## src/rtl/hsvtc_pkg.sv

```systemverilog
// shared constants, register codes and control types for the hsv blob centroid block
package hsvtc_pkg;

    // fixed field widths
    localparam int CHAN_W     = 8;
    localparam int BOUND_W    = 9;
    localparam int AREA_W     = 23;
    localparam int SUM_W      = 34;
    localparam int CTR_W      = 15;
    localparam int CFG_IDX_W  = 3;
    localparam int CFG_DATA_W = 23;

    // parameter defaults
    localparam int DEF_MAX_WIDTH  = 2048;
    localparam int DEF_MAX_HEIGHT = 2048;
    localparam int DEF_FRAC_BITS  = 4;

    localparam logic [AREA_W-1:0] AREA_LIMIT = {AREA_W{1'b1}};
    localparam logic [CTR_W-1:0]  CENTER_MAX = {CTR_W{1'b1}};

    // register indexes
    localparam logic [CFG_IDX_W-1:0] REG_HUE_LOW  = 3'd0;
    localparam logic [CFG_IDX_W-1:0] REG_SAT_LOW  = 3'd1;
    localparam logic [CFG_IDX_W-1:0] REG_VAL_LOW  = 3'd2;
    localparam logic [CFG_IDX_W-1:0] REG_HUE_HIGH = 3'd3;
    localparam logic [CFG_IDX_W-1:0] REG_SAT_HIGH = 3'd4;
    localparam logic [CFG_IDX_W-1:0] REG_VAL_HIGH = 3'd5;
    localparam logic [CFG_IDX_W-1:0] REG_MIN_AREA = 3'd6;

    // register reset values
    localparam logic [CHAN_W-1:0]  RST_HUE_LOW  = 8'd0;
    localparam logic [CHAN_W-1:0]  RST_SAT_LOW  = 8'd146;
    localparam logic [CHAN_W-1:0]  RST_VAL_LOW  = 8'd40;
    localparam logic [BOUND_W-1:0] RST_HUE_HIGH = 9'd180;
    localparam logic [BOUND_W-1:0] RST_SAT_HIGH = 9'd256;
    localparam logic [BOUND_W-1:0] RST_VAL_HIGH = 9'd256;
    localparam logic [AREA_W-1:0]  RST_MIN_AREA = 23'd2000;

    // threshold window
    typedef struct packed {
        logic [CHAN_W-1:0]  hue_low;
        logic [CHAN_W-1:0]  sat_low;
        logic [CHAN_W-1:0]  val_low;
        logic [BOUND_W-1:0] hue_high;
        logic [BOUND_W-1:0] sat_high;
        logic [BOUND_W-1:0] val_high;
    } bounds_t;

    // controller commands to the datapath
    typedef struct packed {
        logic pix_en;
        logic div_load;
        logic div_step;
        logic out_load;
    } cmd_t;

endpackage

```

## src/rtl/hsvtc_accum.sv

```systemverilog
// pixel mask test, raster position counters and moment accumulators
module hsvtc_accum #(
    parameter int MAX_WIDTH  = hsvtc_pkg::DEF_MAX_WIDTH,
    parameter int MAX_HEIGHT = hsvtc_pkg::DEF_MAX_HEIGHT
) (
    input  logic                            clk,
    input  logic                            rst_n,
    input  hsvtc_pkg::cmd_t                 cmd,
    input  hsvtc_pkg::bounds_t              bounds,
    input  logic [hsvtc_pkg::CHAN_W-1:0]    hue,
    input  logic [hsvtc_pkg::CHAN_W-1:0]    sat,
    input  logic [hsvtc_pkg::CHAN_W-1:0]    val,
    input  logic                            line_end,
    input  logic                            frame_end,
    output logic [hsvtc_pkg::AREA_W-1:0]    area_total,
    output logic [hsvtc_pkg::SUM_W-1:0]     sum_x_total,
    output logic [hsvtc_pkg::SUM_W-1:0]     sum_y_total
);
    import hsvtc_pkg::*;

    localparam int COL_W = $clog2(MAX_WIDTH);
    localparam int ROW_W = $clog2(MAX_HEIGHT);
    localparam logic [63:0] CELLS = 64'(MAX_WIDTH) * 64'(MAX_HEIGHT);
    localparam logic [AREA_W-1:0] AREA_CAP =
        (CELLS < 64'(AREA_LIMIT)) ? AREA_W'(CELLS) : AREA_LIMIT;
    localparam logic [COL_W-1:0] COL_LAST = COL_W'(MAX_WIDTH - 1);
    localparam logic [ROW_W-1:0] ROW_LAST = ROW_W'(MAX_HEIGHT - 1);

    logic [COL_W-1:0]  col_reg, col_next;
    logic [ROW_W-1:0]  row_reg, row_next;
    logic [AREA_W-1:0] count_reg, count_next;
    logic [SUM_W-1:0]  sum_x_reg, sum_x_next;
    logic [SUM_W-1:0]  sum_y_reg, sum_y_next;
    logic              in_mask;

    // inclusive window on all three channels, count capped
    assign in_mask = ({1'b0, hue} >= {1'b0, bounds.hue_low}) && ({1'b0, hue} <= bounds.hue_high)
                  && ({1'b0, sat} >= {1'b0, bounds.sat_low}) && ({1'b0, sat} <= bounds.sat_high)
                  && ({1'b0, val} >= {1'b0, bounds.val_low}) && ({1'b0, val} <= bounds.val_high)
                  && (count_reg < AREA_CAP);

    // totals including the current pixel
    always_comb
    begin
        area_total  = count_reg;
        sum_x_total = sum_x_reg;
        sum_y_total = sum_y_reg;
        if (in_mask)
        begin
            area_total  = count_reg + 1'b1;
            sum_x_total = sum_x_reg + SUM_W'(col_reg);
            sum_y_total = sum_y_reg + SUM_W'(row_reg);
        end
    end

    // next state of counters and accumulators
    always_comb
    begin
        col_next   = col_reg;
        row_next   = row_reg;
        count_next = count_reg;
        sum_x_next = sum_x_reg;
        sum_y_next = sum_y_reg;
        if (cmd.pix_en)
        begin
            if (frame_end)
            begin
                col_next   = '0;
                row_next   = '0;
                count_next = '0;
                sum_x_next = '0;
                sum_y_next = '0;
            end
            else
            begin
                count_next = area_total;
                sum_x_next = sum_x_total;
                sum_y_next = sum_y_total;
                if (line_end)
                begin
                    col_next = '0;
                    if (row_reg < ROW_LAST)
                    begin
                        row_next = row_reg + 1'b1;
                    end
                end
                else if (col_reg < COL_LAST)
                begin
                    col_next = col_reg + 1'b1;
                end
            end
        end
    end

    always_ff @(posedge clk or negedge rst_n)
    begin
        if (!rst_n)
        begin
            col_reg   <= '0;
            row_reg   <= '0;
            count_reg <= '0;
            sum_x_reg <= '0;
            sum_y_reg <= '0;
        end
        else
        begin
            col_reg   <= col_next;
            row_reg   <= row_next;
            count_reg <= count_next;
            sum_x_reg <= sum_x_next;
            sum_y_reg <= sum_y_next;
        end
    end

endmodule

```

## src/rtl/hsvtc_div.sv

```systemverilog
// two-lane restoring divider for the rounded, saturated centroid
module hsvtc_div #(
    parameter int FRAC_BITS = hsvtc_pkg::DEF_FRAC_BITS
) (
    input  logic                            clk,
    input  logic                            rst_n,
    input  hsvtc_pkg::cmd_t                 cmd,
    input  logic [hsvtc_pkg::AREA_W-1:0]    area_in,
    input  logic [hsvtc_pkg::SUM_W-1:0]     sum_x_in,
    input  logic [hsvtc_pkg::SUM_W-1:0]     sum_y_in,
    input  logic [hsvtc_pkg::AREA_W-1:0]    min_area,
    output logic [hsvtc_pkg::AREA_W-1:0]    res_area,
    output logic [hsvtc_pkg::CTR_W-1:0]     res_x,
    output logic [hsvtc_pkg::CTR_W-1:0]     res_y,
    output logic                            res_found
);
    import hsvtc_pkg::*;

    localparam int NUM_W = SUM_W + FRAC_BITS + 1;

    logic [AREA_W-1:0] area_reg;
    logic              found_reg;
    logic [NUM_W-1:0]  num_reg [2];
    logic [AREA_W-1:0] rem_reg [2];
    logic [CTR_W-1:0]  q_reg   [2];
    logic              ovf_reg [2];
    logic [AREA_W:0]   rem_sh  [2];
    logic              q_bit   [2];
    logic [AREA_W-1:0] rem_new [2];
    logic [SUM_W-1:0]  sum_in  [2];
    logic [CTR_W-1:0]  center  [2];

    assign sum_in[0] = sum_x_in;
    assign sum_in[1] = sum_y_in;

    // one quotient bit per lane per step
    always_comb
    begin
        for (int i = 0; i < 2; i++)
        begin
            rem_sh[i]  = {rem_reg[i], num_reg[i][NUM_W-1]};
            q_bit[i]   = (rem_sh[i] >= {1'b0, area_reg});
            rem_new[i] = q_bit[i] ? AREA_W'(rem_sh[i] - {1'b0, area_reg})
                                  : AREA_W'(rem_sh[i]);
            center[i]  = !found_reg ? '0 : (ovf_reg[i] ? CENTER_MAX : q_reg[i]);
        end
    end

    // operand load and iteration
    always_ff @(posedge clk or negedge rst_n)
    begin
        if (!rst_n)
        begin
            area_reg  <= '0;
            found_reg <= 1'b0;
            for (int i = 0; i < 2; i++)
            begin
                num_reg[i] <= '0;
                rem_reg[i] <= '0;
                q_reg[i]   <= '0;
                ovf_reg[i] <= 1'b0;
            end
        end
        else if (cmd.div_load)
        begin
            area_reg  <= area_in;
            found_reg <= (area_in > min_area);
            for (int i = 0; i < 2; i++)
            begin
                num_reg[i] <= (NUM_W'(sum_in[i]) << FRAC_BITS) + NUM_W'(area_in >> 1);
                rem_reg[i] <= '0;
                q_reg[i]   <= '0;
                ovf_reg[i] <= 1'b0;
            end
        end
        else if (cmd.div_step)
        begin
            for (int i = 0; i < 2; i++)
            begin
                num_reg[i] <= num_reg[i] << 1;
                rem_reg[i] <= rem_new[i];
                q_reg[i]   <= {q_reg[i][CTR_W-2:0], q_bit[i]};
                ovf_reg[i] <= ovf_reg[i] | q_reg[i][CTR_W-1];
            end
        end
    end

    assign res_area  = area_reg;
    assign res_x     = center[0];
    assign res_y     = center[1];
    assign res_found = found_reg;

endmodule

```

## src/rtl/hsvtc_ctrl.sv

```systemverilog
// controller: pixel acceptance, divide sequencing and result handoff
module hsvtc_ctrl #(
    parameter int FRAC_BITS = hsvtc_pkg::DEF_FRAC_BITS
) (
    input  logic            clk,
    input  logic            rst_n,
    input  logic            s_tvalid,
    input  logic            frame_end,
    input  logic            m_tready,
    output logic            s_tready,
    output logic            m_tvalid,
    output hsvtc_pkg::cmd_t cmd
);
    import hsvtc_pkg::*;

    localparam int NUM_W  = SUM_W + FRAC_BITS + 1;
    localparam int STEP_W = $clog2(NUM_W);
    localparam logic [STEP_W-1:0] STEP_LAST = STEP_W'(NUM_W - 1);

    localparam logic [1:0] ST_ACC = 2'd0;
    localparam logic [1:0] ST_DIV = 2'd1;
    localparam logic [1:0] ST_OUT = 2'd2;

    logic [1:0]        state_reg, state_next;
    logic [STEP_W-1:0] step_reg, step_next;
    logic              m_valid_reg, m_valid_next;
    logic              pix_fire;
    logic              slot_free;

    assign s_tready  = (state_reg == ST_ACC);
    assign pix_fire  = s_tvalid && s_tready;
    assign slot_free = !m_valid_reg || m_tready;
    assign m_tvalid  = m_valid_reg;

    // state transitions and commands
    always_comb
    begin
        state_next   = state_reg;
        step_next    = step_reg;
        m_valid_next = m_valid_reg && !m_tready;
        cmd          = '0;
        cmd.pix_en   = pix_fire;
        case (state_reg)
            ST_ACC:
            begin
                if (pix_fire && frame_end)
                begin
                    cmd.div_load = 1'b1;
                    step_next    = '0;
                    state_next   = ST_DIV;
                end
            end
            ST_DIV:
            begin
                cmd.div_step = 1'b1;
                if (step_reg == STEP_LAST)
                begin
                    step_next  = '0;
                    state_next = ST_OUT;
                end
                else
                begin
                    step_next = step_reg + 1'b1;
                end
            end
            ST_OUT:
            begin
                if (slot_free)
                begin
                    cmd.out_load = 1'b1;
                    m_valid_next = 1'b1;
                    state_next   = ST_ACC;
                end
            end
            default:
            begin
                state_next = ST_ACC;
                step_next  = '0;
            end
        endcase
    end

    always_ff @(posedge clk or negedge rst_n)
    begin
        if (!rst_n)
        begin
            state_reg   <= ST_ACC;
            step_reg    <= '0;
            m_valid_reg <= 1'b0;
        end
        else
        begin
            state_reg   <= state_next;
            step_reg    <= step_next;
            m_valid_reg <= m_valid_next;
        end
    end

    // result never overwrites a word still waiting
    assert property (@(posedge clk) disable iff (!rst_n)
        cmd.out_load |-> slot_free)
        else $error("result loaded while output word pending");

    // step counter idles at zero outside the divide
    assert property (@(posedge clk) disable iff (!rst_n)
        (state_reg != ST_DIV) |-> (step_reg == '0))
        else $error("step counter not cleared outside divide");

    // frame end starts the divide on the next cycle
    assert property (@(posedge clk) disable iff (!rst_n)
        (pix_fire && frame_end) |=> (state_reg == ST_DIV && step_reg == '0))
        else $error("divide did not start after frame end");

    // a result word is raised only through the handoff state
    assert property (@(posedge clk) disable iff (!rst_n)
        $rose(m_valid_reg) |-> ($past(state_reg) == ST_OUT))
        else $error("output word raised outside handoff");

endmodule

```

## src/rtl/hsv_threshold_blob_centroid.sv

```systemverilog
// top level of the hsv threshold blob centroid block
//
//  channel | direction | word                                   | accepted when
//  --------+-----------+----------------------------------------+--------------------------
//  s_*     | in        | hue/sat/val pixel, line end, frame end | s_tvalid & s_tready
//  m_*     | out       | area, centroid x/y, found              | m_tvalid & m_tready
//  cfg_*   | in        | register index and data                | cfg_valid & cfg_ready
//
// pixels are taken one per cycle while a frame streams in.
// the pixel carrying frame end starts a one-bit-per-cycle divide in both
// centroid lanes: SUM_W + FRAC_BITS + 1 steps (39 at the defaults), and the
// input is held off through the divide and the result handoff.
// the output word sits in its own register; a stalled output delays only
// the end of the next frame, not the pixels before it.
// reset clears all counters, sums and control state and loads the
// register defaults; no clearing pass is needed.
module hsv_threshold_blob_centroid #(
    parameter int MAX_WIDTH  = hsvtc_pkg::DEF_MAX_WIDTH,
    parameter int MAX_HEIGHT = hsvtc_pkg::DEF_MAX_HEIGHT,
    parameter int FRAC_BITS  = hsvtc_pkg::DEF_FRAC_BITS
) (
    input  logic                                clk,
    input  logic                                rst_n,
    // pixel input
    input  logic                                s_tvalid,
    output logic                                s_tready,
    input  logic [23:0]                         s_tdata,   // hue, sat, val
    input  logic                                s_tuser,   // line_end
    input  logic                                s_tlast,   // frame_end
    // result output
    output logic                                m_tvalid,
    input  logic                                m_tready,
    output logic [55:0]                         m_tdata,   // pixel_area, center_x, center_y, pad
    output logic                                m_tuser,   // found
    // register writes
    input  logic                                cfg_valid,
    output logic                                cfg_ready,
    input  logic [hsvtc_pkg::CFG_IDX_W-1:0]     cfg_index,
    input  logic [hsvtc_pkg::CFG_DATA_W-1:0]    cfg_data
);
    import hsvtc_pkg::*;

    cmd_t              cmd;
    bounds_t           bounds_reg;
    logic [AREA_W-1:0] min_area_reg;
    logic [AREA_W-1:0] area_total;
    logic [SUM_W-1:0]  sum_x_total;
    logic [SUM_W-1:0]  sum_y_total;
    logic [AREA_W-1:0] res_area;
    logic [CTR_W-1:0]  res_x;
    logic [CTR_W-1:0]  res_y;
    logic              res_found;
    logic [AREA_W-1:0] out_area_reg;
    logic [CTR_W-1:0]  out_x_reg;
    logic [CTR_W-1:0]  out_y_reg;
    logic              out_found_reg;

    assign cfg_ready = 1'b1;

    // configuration registers
    always_ff @(posedge clk or negedge rst_n)
    begin
        if (!rst_n)
        begin
            bounds_reg.hue_low  <= RST_HUE_LOW;
            bounds_reg.sat_low  <= RST_SAT_LOW;
            bounds_reg.val_low  <= RST_VAL_LOW;
            bounds_reg.hue_high <= RST_HUE_HIGH;
            bounds_reg.sat_high <= RST_SAT_HIGH;
            bounds_reg.val_high <= RST_VAL_HIGH;
            min_area_reg        <= RST_MIN_AREA;
        end
        else if (cfg_valid && cfg_ready)
        begin
            case (cfg_index)
                REG_HUE_LOW:  bounds_reg.hue_low  <= cfg_data[CHAN_W-1:0];
                REG_SAT_LOW:  bounds_reg.sat_low  <= cfg_data[CHAN_W-1:0];
                REG_VAL_LOW:  bounds_reg.val_low  <= cfg_data[CHAN_W-1:0];
                REG_HUE_HIGH: bounds_reg.hue_high <= cfg_data[BOUND_W-1:0];
                REG_SAT_HIGH: bounds_reg.sat_high <= cfg_data[BOUND_W-1:0];
                REG_VAL_HIGH: bounds_reg.val_high <= cfg_data[BOUND_W-1:0];
                REG_MIN_AREA: min_area_reg        <= cfg_data[AREA_W-1:0];
                default:      ;
            endcase
        end
    end

    hsvtc_ctrl #(
        .FRAC_BITS (FRAC_BITS)
    ) u_ctrl (
        .clk       (clk),
        .rst_n     (rst_n),
        .s_tvalid  (s_tvalid),
        .frame_end (s_tlast),
        .m_tready  (m_tready),
        .s_tready  (s_tready),
        .m_tvalid  (m_tvalid),
        .cmd       (cmd)
    );

    hsvtc_accum #(
        .MAX_WIDTH  (MAX_WIDTH),
        .MAX_HEIGHT (MAX_HEIGHT)
    ) u_accum (
        .clk         (clk),
        .rst_n       (rst_n),
        .cmd         (cmd),
        .bounds      (bounds_reg),
        .hue         (s_tdata[7:0]),
        .sat         (s_tdata[15:8]),
        .val         (s_tdata[23:16]),
        .line_end    (s_tuser),
        .frame_end   (s_tlast),
        .area_total  (area_total),
        .sum_x_total (sum_x_total),
        .sum_y_total (sum_y_total)
    );

    hsvtc_div #(
        .FRAC_BITS (FRAC_BITS)
    ) u_div (
        .clk       (clk),
        .rst_n     (rst_n),
        .cmd       (cmd),
        .area_in   (area_total),
        .sum_x_in  (sum_x_total),
        .sum_y_in  (sum_y_total),
        .min_area  (min_area_reg),
        .res_area  (res_area),
        .res_x     (res_x),
        .res_y     (res_y),
        .res_found (res_found)
    );

    // output word register
    always_ff @(posedge clk)
    begin
        if (cmd.out_load)
        begin
            out_area_reg  <= res_area;
            out_x_reg     <= res_x;
            out_y_reg     <= res_y;
            out_found_reg <= res_found;
        end
    end

    assign m_tdata = {3'b000, out_y_reg, out_x_reg, out_area_reg};
    assign m_tuser = out_found_reg;

endmodule

```

## config.mk

```make
export PLATFORM = sky130hd
export DESIGN_NAME = hsv_threshold_blob_centroid
export DESIGN_NICKNAME = d
export VERILOG_FILES = /design/src/rtl/hsvtc_pkg.sv /design/src/rtl/hsvtc_accum.sv /design/src/rtl/hsvtc_div.sv /design/src/rtl/hsvtc_ctrl.sv /design/src/rtl/hsv_threshold_blob_centroid.sv
export SDC_FILE = /design/constraint.sdc
export NUM_CORES = 1
export LEC_CHECK = 0
export BUFFER_PORTS_ARGS = -buffer_cell sky130_fd_sc_hd__buf_2
export CORE_UTILIZATION = 57
export DETAILED_ROUTE_END_ITERATION = 6
export GPL_TIMING_DRIVEN = 1
export PLACE_DENSITY_LB_ADDON = 0.05
export SYNTH_ARGS = -nofsm -noshare
export SYNTH_HDL_FRONTEND = slang
export SYNTH_SLANG_ARGS = --single-unit
```

## constraint.sdc

```tcl
create_clock -name clk -period 6.9 [get_ports clk]
set_clock_uncertainty 0.15 [all_clocks]
set_input_delay 1.035 -clock clk [delete_from_list [all_inputs] [get_ports clk]]
set_output_delay 1.035 -clock clk [all_outputs]
set_load 0.005 [all_outputs]
```

==> results_dict.tcl, run 1 <==
set metrics [dict create \
    status "finished, final reports clean" \
    ys.flop_type "dfrtp_1" \
    met2_length_um 31800 \
    yosys.area_share.simple_pct 16.8 \
    cts_num_sinks 426 \
    cts_tree "yes" \
    vias 21987 \
    cts_buffers 47 \
    p_per_area_mw_per_mm2 341 \
    hold_viol 0 \
    wl_met1_um 29900 \
    instances_no_fill 3606 \
    required_ps 7220 \
    route.met3.wl_um 3950 \
    power.static_leakage_nw 13.3 \
    maxSlewHeadroom_pct 26.7 \
    cts_root_buffer "clkbuf_16" \
    dieWidth_um 217 \
    drtPass1Iterations 5 \
    syn2layout_area_growth_pct 10.6 \
    final-setup-viol-count 0 \
    ys_seq_area_share_pct 41.6 \
    vias_per_cell 6.10 \
    critPathMaxFanout 10 \
    syn_area_mm2 0.0263 \
    synth_compound_area_share_pct 19.2 \
    min_path_type "input pin to async pin" \
    ir_worst_vdd_mv 0.280 \
    pre_cts_slack_ps -77.1 \
    dp_hpwl_um 48000 \
    crit_path_end_kind "register" \
    ys_ff_latch 426 \
    synthAdderAreaFrac_pct 9.01 \
    post_drt_wl_per_cell_um 18.9 \
    arrival_ps 6780 \
    syn_area_per_cell_um2 9.09 \
    htree_num_levels 2 \
    synth-xor-area-share_pct 4.92 \
    worstSetupPathType "input pin to register" \
    largest_reg_flops 74 \
    synth_top_family_by_area "compound AO/OA/AOI/OAI gates" \
    start_util_pct 57.9 \
    muxShareOfSynthArea_pct 3.82 \
    grt_max_degree 145 \
    dp_cells 3517 \
    antenna_found_initial 2 \
    async_reset_ff_share_pct 87.3 \
    fp-row-count 78 \
    rsz0062_at_grt "no" \
    fin_nets 3209 \
    fin_util_pct 64.0 \
    io_buffers 112 \
    max_cap_violations 0 \
    worstMarginPinSlew_ps 1100 \
    fin_crit_ps 6450 \
    grt_pass1_wl_um 110000 \
    grt_pass1_vias 21155 \
    drc 0 \
    layout-drive-gt1-share_pct 12.3 \
    fillers 3859 \
    insertion_delay_ps 600 \
    place.gp.congestion 0.927 \
    synth_cell_types 88 \
    grt_overflow_total 0 \
    grt_use_total_pct 29.1 \
    clockBufferDepth 3 \
    final_antenna_net_count 0 \
    final.setup.worst_slack_ps 445 \
    cts_hold_buf 0 \
    crit_path_start_kind "input pin" \
    postCtsSetupBuffers 0 \
    drv_slew 0 \
    finalCritPeriodShare_pct 93.6 \
    synthCells 2897 \
    clk_pin_slew_ps 60 \
    synth_edf_count 54 \
    top_layer "met4" \
    fp.dieH_um 217 \
    boundaryPins 117 \
    core_area_mm2 0.0455 \
    routed_wirelength_um 68000 \
    max_freq_mhz 155 \
    first_iter_violations 1708 \
    tns_ps 0 \
    cts.repair.resized 0 \
    ys_warn_count 0 \
    fp.dieArea_mm2 0.0471 \
]
[worst max-delay path, cell delays in order]
cell,delay (ps)
buf_2,110
ha_1,310
a21oi_1,170
o221ai_1,170
o211ai_2,300
o2111a_2,330
nand4b_4,150
or3_1,510
inv_1,110
nand2_1,70
xor2_1,190
inv_1,90
ha_1,290
and2b_1,170
o21a_1,160
o21ai_1,120
a2111oi_2,560
nor2_1,120
o311ai_1,380
a31o_2,250
o2111ai_1,140
or2_2,390
or4_1,470
and3_1,170
[cells by family after synthesis]
family / after synthesis
buffers and inverters: 317
AND/OR/NAND/NOR: 919
XOR/XNOR: 148
AO/OA/AOI/OAI: 806
flip-flops: 426
multiplexers: 93
adder cells (fa/ha/maj): 186
other: 2
[cell type report]
| cell class | instances | area [um2] | area share (%) |
|---|---|---|---|
| well taps | 600 | 751 | 2.58 |
| diodes | 2 | 5.00 | 0.0172 |
| multi-input cells | 2156 | 14200 | 48.9 |
| clock buffers | 62 | 1320 | 4.52 |
| inverters | 166 | 623 | 2.14 |
| clock inverters | 25 | 225 | 0.773 |
| repair buffers | 169 | 1010 | 3.47 |
| flip-flops and latches | 426 | 11000 | 37.6 |
[synthesized netlist by cell type (16+ instances only)]
library cell	n	share of area, %
a211oi_1	23	0.66
a21o_1	42	1.2
a21oi_1	134	2.5
a22o_1	29	0.96
a22oi_1	28	0.80
a31oi_1	32	0.76
and2_1	17	0.40
and3_1	36	0.86
clkbuf_1	129	1.8
dfrtp_1	355	34
dfstp_2	17	1.7
edfxtp_1	54	6.2
ha_1	180	8.6
inv_1	166	2.4
mux2_2	60	2.6
mux2i_1	33	1.3
nand2_1	362	5.2
nand2b_1	20	0.48
nand3_1	91	1.7
nand4_1	54	1.3
nor2_1	163	2.3
nor2b_1	31	0.74
nor3_1	43	0.82
o211ai_1	16	0.46
o21a_1	53	1.5
o21ai_0	307	5.8
o22ai_1	16	0.38
o31ai_1	26	0.74
or3_1	21	0.50
xnor2_1	83	2.8
xor2_1	65	2.2
[stage by stage]
stage               cell area (um2)  power, mW  hold WS, ps
floorplan                     26300       6.35          275
global placement              27600       7.24          287
detailed placement            27600       7.39          288
CTS                           29100       9.96          302
global route                  29100       10.6          311
finish                        29100       9.94          288
[where the power goes]
part | internal (mW) | switching, mW | total [mW]
combinational | 1.47 | 2.34 | 3.81
sequential | 3.17 | 0.421 | 3.59
clock | 1.46 | 1.08 | 2.54
[path summary, 6_finish.rpt]
kind,start,to,slack [ps],cells after the start
max,s_tdata[14],u_div.num_reg[69],450,24
max reg2reg,bounds_reg[23],u_div.num_reg[69],600,24
min in group clk,u_div.res_area[19],out_area_reg[19],300,0
min,rst_n,u_div.rem_reg[34],290,1
max in group asynchronous,rst_n,u_div.num_reg[50],4660,2
min reg2reg,u_div.res_area[19],out_area_reg[19],300,0
[per-layer routing]
metal  vias to the layer above  GRT usage (%)
met2                       670           47.7
met1                     10677           39.5
met4                         0           11.0
met5                         -              0
li1                      10498              -
met3                       142           3.83
[layout by cell type, fill, tap and decap left out, drive strengths merged, types with 18 or more instances in the layout]
cell      n
a211oi   24
nand3    92
a22oi    28
a21oi   134
dfrtp   355
xnor2    83
clkbuf   62
ha      180
nand2b   20
o21a     53
nand2   362
edfxtp   54
o21ai   314
o31ai    26
mux2i    33
or3      21
nand4    54
and2     18
buf     169
nor2b    31
a31oi    32
xor2     65
a22o     29
mux2     60
nor2    163
nor3     44
a21o     42
inv     168
and3     36
Power figures use the tool's default switching activity.
==> inputs of run 2 (changes only) <==
--- a/config.mk
+++ b/config.mk
@@ -7,6 +7,7 @@
 export LEC_CHECK = 0
 export BUFFER_PORTS_ARGS = -buffer_cell sky130_fd_sc_hd__buf_2
 export CORE_UTILIZATION = 57
+export CTS_BUF_LIST = sky130_fd_sc_hd__clkbuf_2 sky130_fd_sc_hd__clkbuf_4 sky130_fd_sc_hd__clkbuf_8
 export DETAILED_ROUTE_END_ITERATION = 6
 export GPL_TIMING_DRIVEN = 1
 export PLACE_DENSITY_LB_ADDON = 0.05
==> run 2 against run 1 <==
Net effect:
- worst hold slack got worse by 76 ps
- non-clock buffer count is the same
- total power increased by 0.60%
- setup slack gained 59 ps
- maximum frequency is 0.92% higher
- utilization is 0.25 points higher
- sequential cell count did not move
- clock-buffer cell count grew 51
- critical path type unchanged
- largest power group unchanged
==> results_dict.tcl, run 2 (synthesized netlist as in run 1, its figures left out) <==
set metrics [dict create \
    status "finished, final reports clean" \
    power.switching_mw 3.86 \
    final.setup.worst_slack_ps 504 \
    cts_tree "yes" \
    path_buf_inv 3 \
    clk_pin_slew_ps 60 \
    drtPass1Iterations 5 \
    routed_wirelength_um 68300 \
    detailed_place.area_mm2 0.0276 \
    p_seq_share_pct 35.9 \
    io_buffers 112 \
    fp.dieArea_mm2 0.0471 \
    worstMarginPinSlew_ps 1100 \
    fillers 3823 \
    finalCritPeriodShare_pct 92.7 \
    min_path_type "input pin to async pin" \
    critPathMaxFanout 10 \
    r2r-end "u_div.num_reg[69]" \
    slowest_stage "a2111oi_2" \
    p_per_area_mw_per_mm2 342 \
    core_area_mm2 0.0455 \
    r2r-start "bounds_reg[23]" \
    clkPwrFrac_pct 26.1 \
    final_common_cell "nand2_1" \
    cts_num_sinks 426 \
    grt_max_degree 145 \
    final_antenna_net_count 0 \
    boundaryPins 117 \
    dieWidth_um 217 \
    vias_per_cell 6.04 \
    largest_reg_flops 74 \
    layout-drive-gt1-share_pct 13.7 \
    crit_path_start_kind "input pin" \
    drv_slew 0 \
    dp_hpwl_um 48000 \
    fin_nets 3237 \
    drc 0 \
    vias 22061 \
    grt_pass1_vias 21356 \
    grt_use_total_pct 29.4 \
    postCtsSetupBuffers 0 \
    path_delay_family "compound AO/OA/AOI/OAI gates" \
    ir_worst_vdd_mv 0.269 \
    crit_path_end_kind "register" \
    tns_ps 0 \
    p_int_mw 6.14 \
    max_cap_violations 0 \
    htree_num_levels 3 \
    final-setup-viol-count 0 \
    power.static_leakage_nw 13.4 \
    fin_crit_ps 6400 \
    start_util_pct 57.9 \
    cts_root_buffer "clkbuf_8" \
    maxSlewHeadroom_pct 27.0 \
    antenna_cells 0 \
    combinationalPowerShare_pct 38.0 \
    fin_util_pct 64.3 \
    cts.repair.resized 0 \
    hold_viol 0 \
    worstSetupPathType "input pin to register" \
    insertion_delay_ps 670 \
    swShare_pct 38.6 \
    pre_cts_slack_ps -77.1 \
    fp-row-count 78 \
    clockBufferDepth 3 \
    grt_pass1_wl_um 111000 \
    final_area_mm2 0.0292 \
    multi_input_area_mm2 0.0142 \
    register_area_mm2 0.0110 \
    layout_common_cells "360 x nand2_1, 355 x dfrtp_1, 307 x o21ai_0" \
    cts_buffers 75 \
    syn2layout_area_growth_pct 11.0 \
    grt_overflow_total 0 \
    r2r_setup_slack_ps 610 \
    first_iter_violations 1797 \
    fp.dieH_um 217 \
    rsz0062_at_grt "no" \
    required_ps 7290 \
    max_freq_mhz 156 \
    place.gp.congestion 0.927 \
    post_drt_wl_per_cell_um 18.7 \
    fin_total_pwr_mw 10.0 \
    slowest_delay_ps 590 \
    arrival_ps 6780 \
    cts_hold_buf 0 \
    antenna_found_initial 0 \
    path_cells "buf_2 > ha_1 > a21oi_1 > o221ai_1 > o211ai_2 > o2111a_2 > nand4b_4 > or3_1 > inv_1 > nand2_1 > xor2_1 > inv_1 > ha_1 > and2b_1 > o21a_1 > o21ai_1 > a2111oi_2 > nor2_1 > o311ai_1 > a31o_2 > o2111ai_1 > or2_2 > or4_1 > and3_1" \
    r2r_cells 24 \
]
## run 2: cell count changes in the layout (fill, tap and decap cells not counted), sizes merged
cell / before / now
bufinv: 3 / 5
inv: 168 / 166
clkbuf: 62 / 113
diode: 2 / 0
clkinvlp: 3 / 1
## run 2: layout make-up
class | instances | share of cell area, %
flip-flops and latches | 426 | 37.5
well taps | 600 | 2.57
clock buffers | 113 | 4.85
clock inverters | 23 | 0.822
inverters | 166 | 2.13
multi-input cells | 2156 | 48.7
repair buffers | 169 | 3.46
## run 2: routing by layer
metal	global-route usage, %	part of all wire, %	vias up
met5	0	0	-
met1	39.8	45	10695
met2	47.6	47	657
li1	-	-	10563
met3	4.70	5.8	146
met4	11.3	3.0	0
## run 2: metrics by stage
stage | hold slack, ps | instances
final | 212 | 3653
after global routing | 293 | 3653
after CTS | 256 | 3653
after detailed placement | 288 | 3517
after global placement | 287 | 3517
after floorplan | 275 | 2899
## run 2: power by group through the flow
| stage | Sequential [mW] | Clock, mW | Combinational, mW |
|---|---|---|---|
| global placement | 3.60 | 0 | 3.64 |
| floorplan | 3.48 | 0 | 2.87 |
| global route | 3.66 | 2.78 | 4.27 |
| detailed placement | 3.63 | 0 | 3.77 |
| CTS | 3.58 | 2.66 | 3.79 |
| finish | 3.59 | 2.61 | 3.80 |
## run 2: worst max path at each step
stage / cells past startpoint / endpoint / startpoint
global placement: 24 / u_div.num_reg[69] / s_tdata[14]
global route: 24 / u_div.num_reg[69] / s_tdata[15]
finish: 24 / u_div.num_reg[69] / s_tdata[14]
floorplan: 27 / u_div.num_reg[69] / s_tdata[6]
detailed placement: 24 / u_div.num_reg[69] / s_tdata[15]
CTS: 24 / u_div.num_reg[69] / s_tdata[15]
==> inputs of run 3 (changes only) <==
--- a/config.mk
+++ b/config.mk
@@ -6,7 +6,7 @@
 export NUM_CORES = 1
 export LEC_CHECK = 0
 export BUFFER_PORTS_ARGS = -buffer_cell sky130_fd_sc_hd__buf_2
-export CORE_UTILIZATION = 57
+export CORE_UTILIZATION = 25
 export CTS_BUF_LIST = sky130_fd_sc_hd__clkbuf_2 sky130_fd_sc_hd__clkbuf_4 sky130_fd_sc_hd__clkbuf_8
 export DETAILED_ROUTE_END_ITERATION = 6
 export GPL_TIMING_DRIVEN = 1
==> run 3 against run 2 <==
Net effect:
- clock-buffer cell count grew 25
- register-to-register slack lost 60 ps
- worst hold slack lost 120 ps
- sequential share of layout area down 2.2 points
- routed wire length grew 27%
- global-route usage shrank 13 points
- largest power group unchanged
- highest routed layer unchanged
==> results_dict.tcl, run 3 (synthesized netlist as in run 1, its figures left out) <==
set metrics [dict create \
    fin_crit_ps 6350 \
    final_antenna_net_count 0 \
    postCtsSetupBuffers 0 \
    min_path_type "input pin to async pin" \
    cts_num_sinks 426 \
    final_common_cell "nand2_1" \
    slowest_stage "dfstp_2" \
    clk_pin_slew_ps 60 \
    final_area_mm2 0.0310 \
    insertion_delay_ps 750 \
    fp.dieH_um 327 \
    fillers 11025 \
    worstSetupPathType "register to register" \
    layout-drive-gt1-share_pct 16.3 \
    largest_reg_flops 74 \
    max_freq_mhz 157 \
    fin_nets 3324 \
    instances_no_fill 4538 \
    post_drt_wl_per_cell_um 19.1 \
    final-setup-viol-count 0 \
    cts_root_buffer "clkbuf_8" \
    start_util_pct 25.3 \
    crit_path_start_kind "register" \
    htree_num_levels 3 \
    critPathMaxFanout 8 \
    dieWidth_um 327 \
    layout_common_cells "359 x nand2_1, 355 x dfrtp_1, 307 x o21ai_0" \
    ir_worst_vdd_mv 0.177 \
    cts.repair.resized 0 \
    fp-row-count 118 \
    max_cap_violations 0 \
    rsz0062_at_grt "no" \
    clockBufferDepth 3 \
    vias 21929 \
    io_buffers 112 \
    crit_path_end_kind "register" \
    vias_per_cell 4.83 \
    drv_slew 0 \
    core_area_mm2 0.104 \
    grt_pass1_wl_um 135000 \
    boundaryPins 117 \
    finalCritPeriodShare_pct 92.0 \
    dp_cells 4369 \
    fin_total_pwr_mw 10.5 \
    cts_hold_buf 0 \
    antenna_found_initial 7 \
    power.static_leakage_nw 13.9 \
    drc 0 \
    fp.dieArea_mm2 0.107 \
    grt_pass1_vias 22606 \
    grt_use_total_pct 16.3 \
    first_iter_violations 1146 \
    p_per_area_mw_per_mm2 338 \
    hold_viol 0 \
    dp_hpwl_um 61900 \
    arrival_ps 6810 \
    path_cells "inv_1 > ha_1 > a211oi_2 > nor3_1 > a2111oi_2 > o22a_2 > buf_4 > and4b_2 > nand2_1 > nor2_1 > xnor2_1 > fa_1 > and2b_1 > o21a_1 > o21ai_1 > a2111oi_2 > nor2_1 > o311ai_1 > a31o_2 > o2111ai_1 > or2_2 > or4_1 > and3_1" \
    required_ps 7360 \
    grt_max_degree 154 \
    slowest_delay_ps 540 \
    drtPass1Iterations 5 \
    syn2layout_area_growth_pct 17.8 \
    maxSlewHeadroom_pct 23.9 \
    grt_overflow_total 0 \
    status "finished, final reports clean" \
    routed_wirelength_um 86900 \
    cts_buffers 90 \
    tns_ps 0 \
    fin_util_pct 29.8 \
    cts_tree "yes" \
    detailed_place.area_mm2 0.0291 \
    worstMarginPinSlew_ps 1140 \
    place.gp.congestion 0.818 \
]
[run 3: cell types whose count changed in the layout (fill, tap and decap cells not counted), sizes merged]
cell	change
buf	+72
clkbuf	+25
diode	+4
bufinv	-3
clkinv	+3
clkinvlp	+2
inv	+2
[run 3: worst paths after layout]
check	cells after the start	end	from	slack [ps]
setup / recovery	23	u_div.num_reg[69]	bounds_reg[25]	550
max in group asynchronous	2	bounds_reg[48]	rst_n	5070
hold / removal	1	u_div.rem_reg[35]	rst_n	90
min in group clk	0	out_area_reg[8]	u_div.res_area[8]	290
hold reg to reg	0	out_area_reg[8]	u_div.res_area[8]	290
setup reg to reg	23	u_div.num_reg[69]	bounds_reg[25]	550
[run 3: routing by layer]
metal | track usage, % | part of all wire, %
met1 | 22.3 | 48
met2 | 26.5 | 46
met3 | 2.67 | 3.8
met4 | 4.60 | 2.2
met5 | 0 | 0
[run 3: final cells by class]
cell class	instances	area [um2]	area share, %
sequential	426	11000	35.3
clock inverter	27	184	0.593
inverter	166	623	2.01
antenna	4	10.0	0.0323
tap	1380	1730	5.57
multi-input combinational	2156	14200	45.9
timing repair buffer	241	1550	5.00
clock buffer	138	1720	5.56
[run 3: power by group]
part           leakage [nW]  switching, mW  internal (mW)
sequential             5.36          0.437           3.17
combinational          7.57           2.43           1.50
clock                  1.00           1.26           1.66
[run 3: critical path: cells and delay by family (launching register included)]
kind / cells / cell delay, ps
AO/OA/AOI/OAI: 9 / 2530
XOR/XNOR: 1 / 170
adder cells (fa/ha/maj): 2 / 630
buffers and inverters: 2 / 170
flip-flops: 1 / 540
AND/OR/NAND/NOR: 9 / 2020
[run 3: through the flow]
step	setup WS [ps]	hold slack, ps
5_1_grt	111	83.8
3_5_place_dp	-137	286
6_report	551	93.6
4_1_cts	576	50.0
3_3_place_gp	-119	283
2_1_floorplan	52.1	275
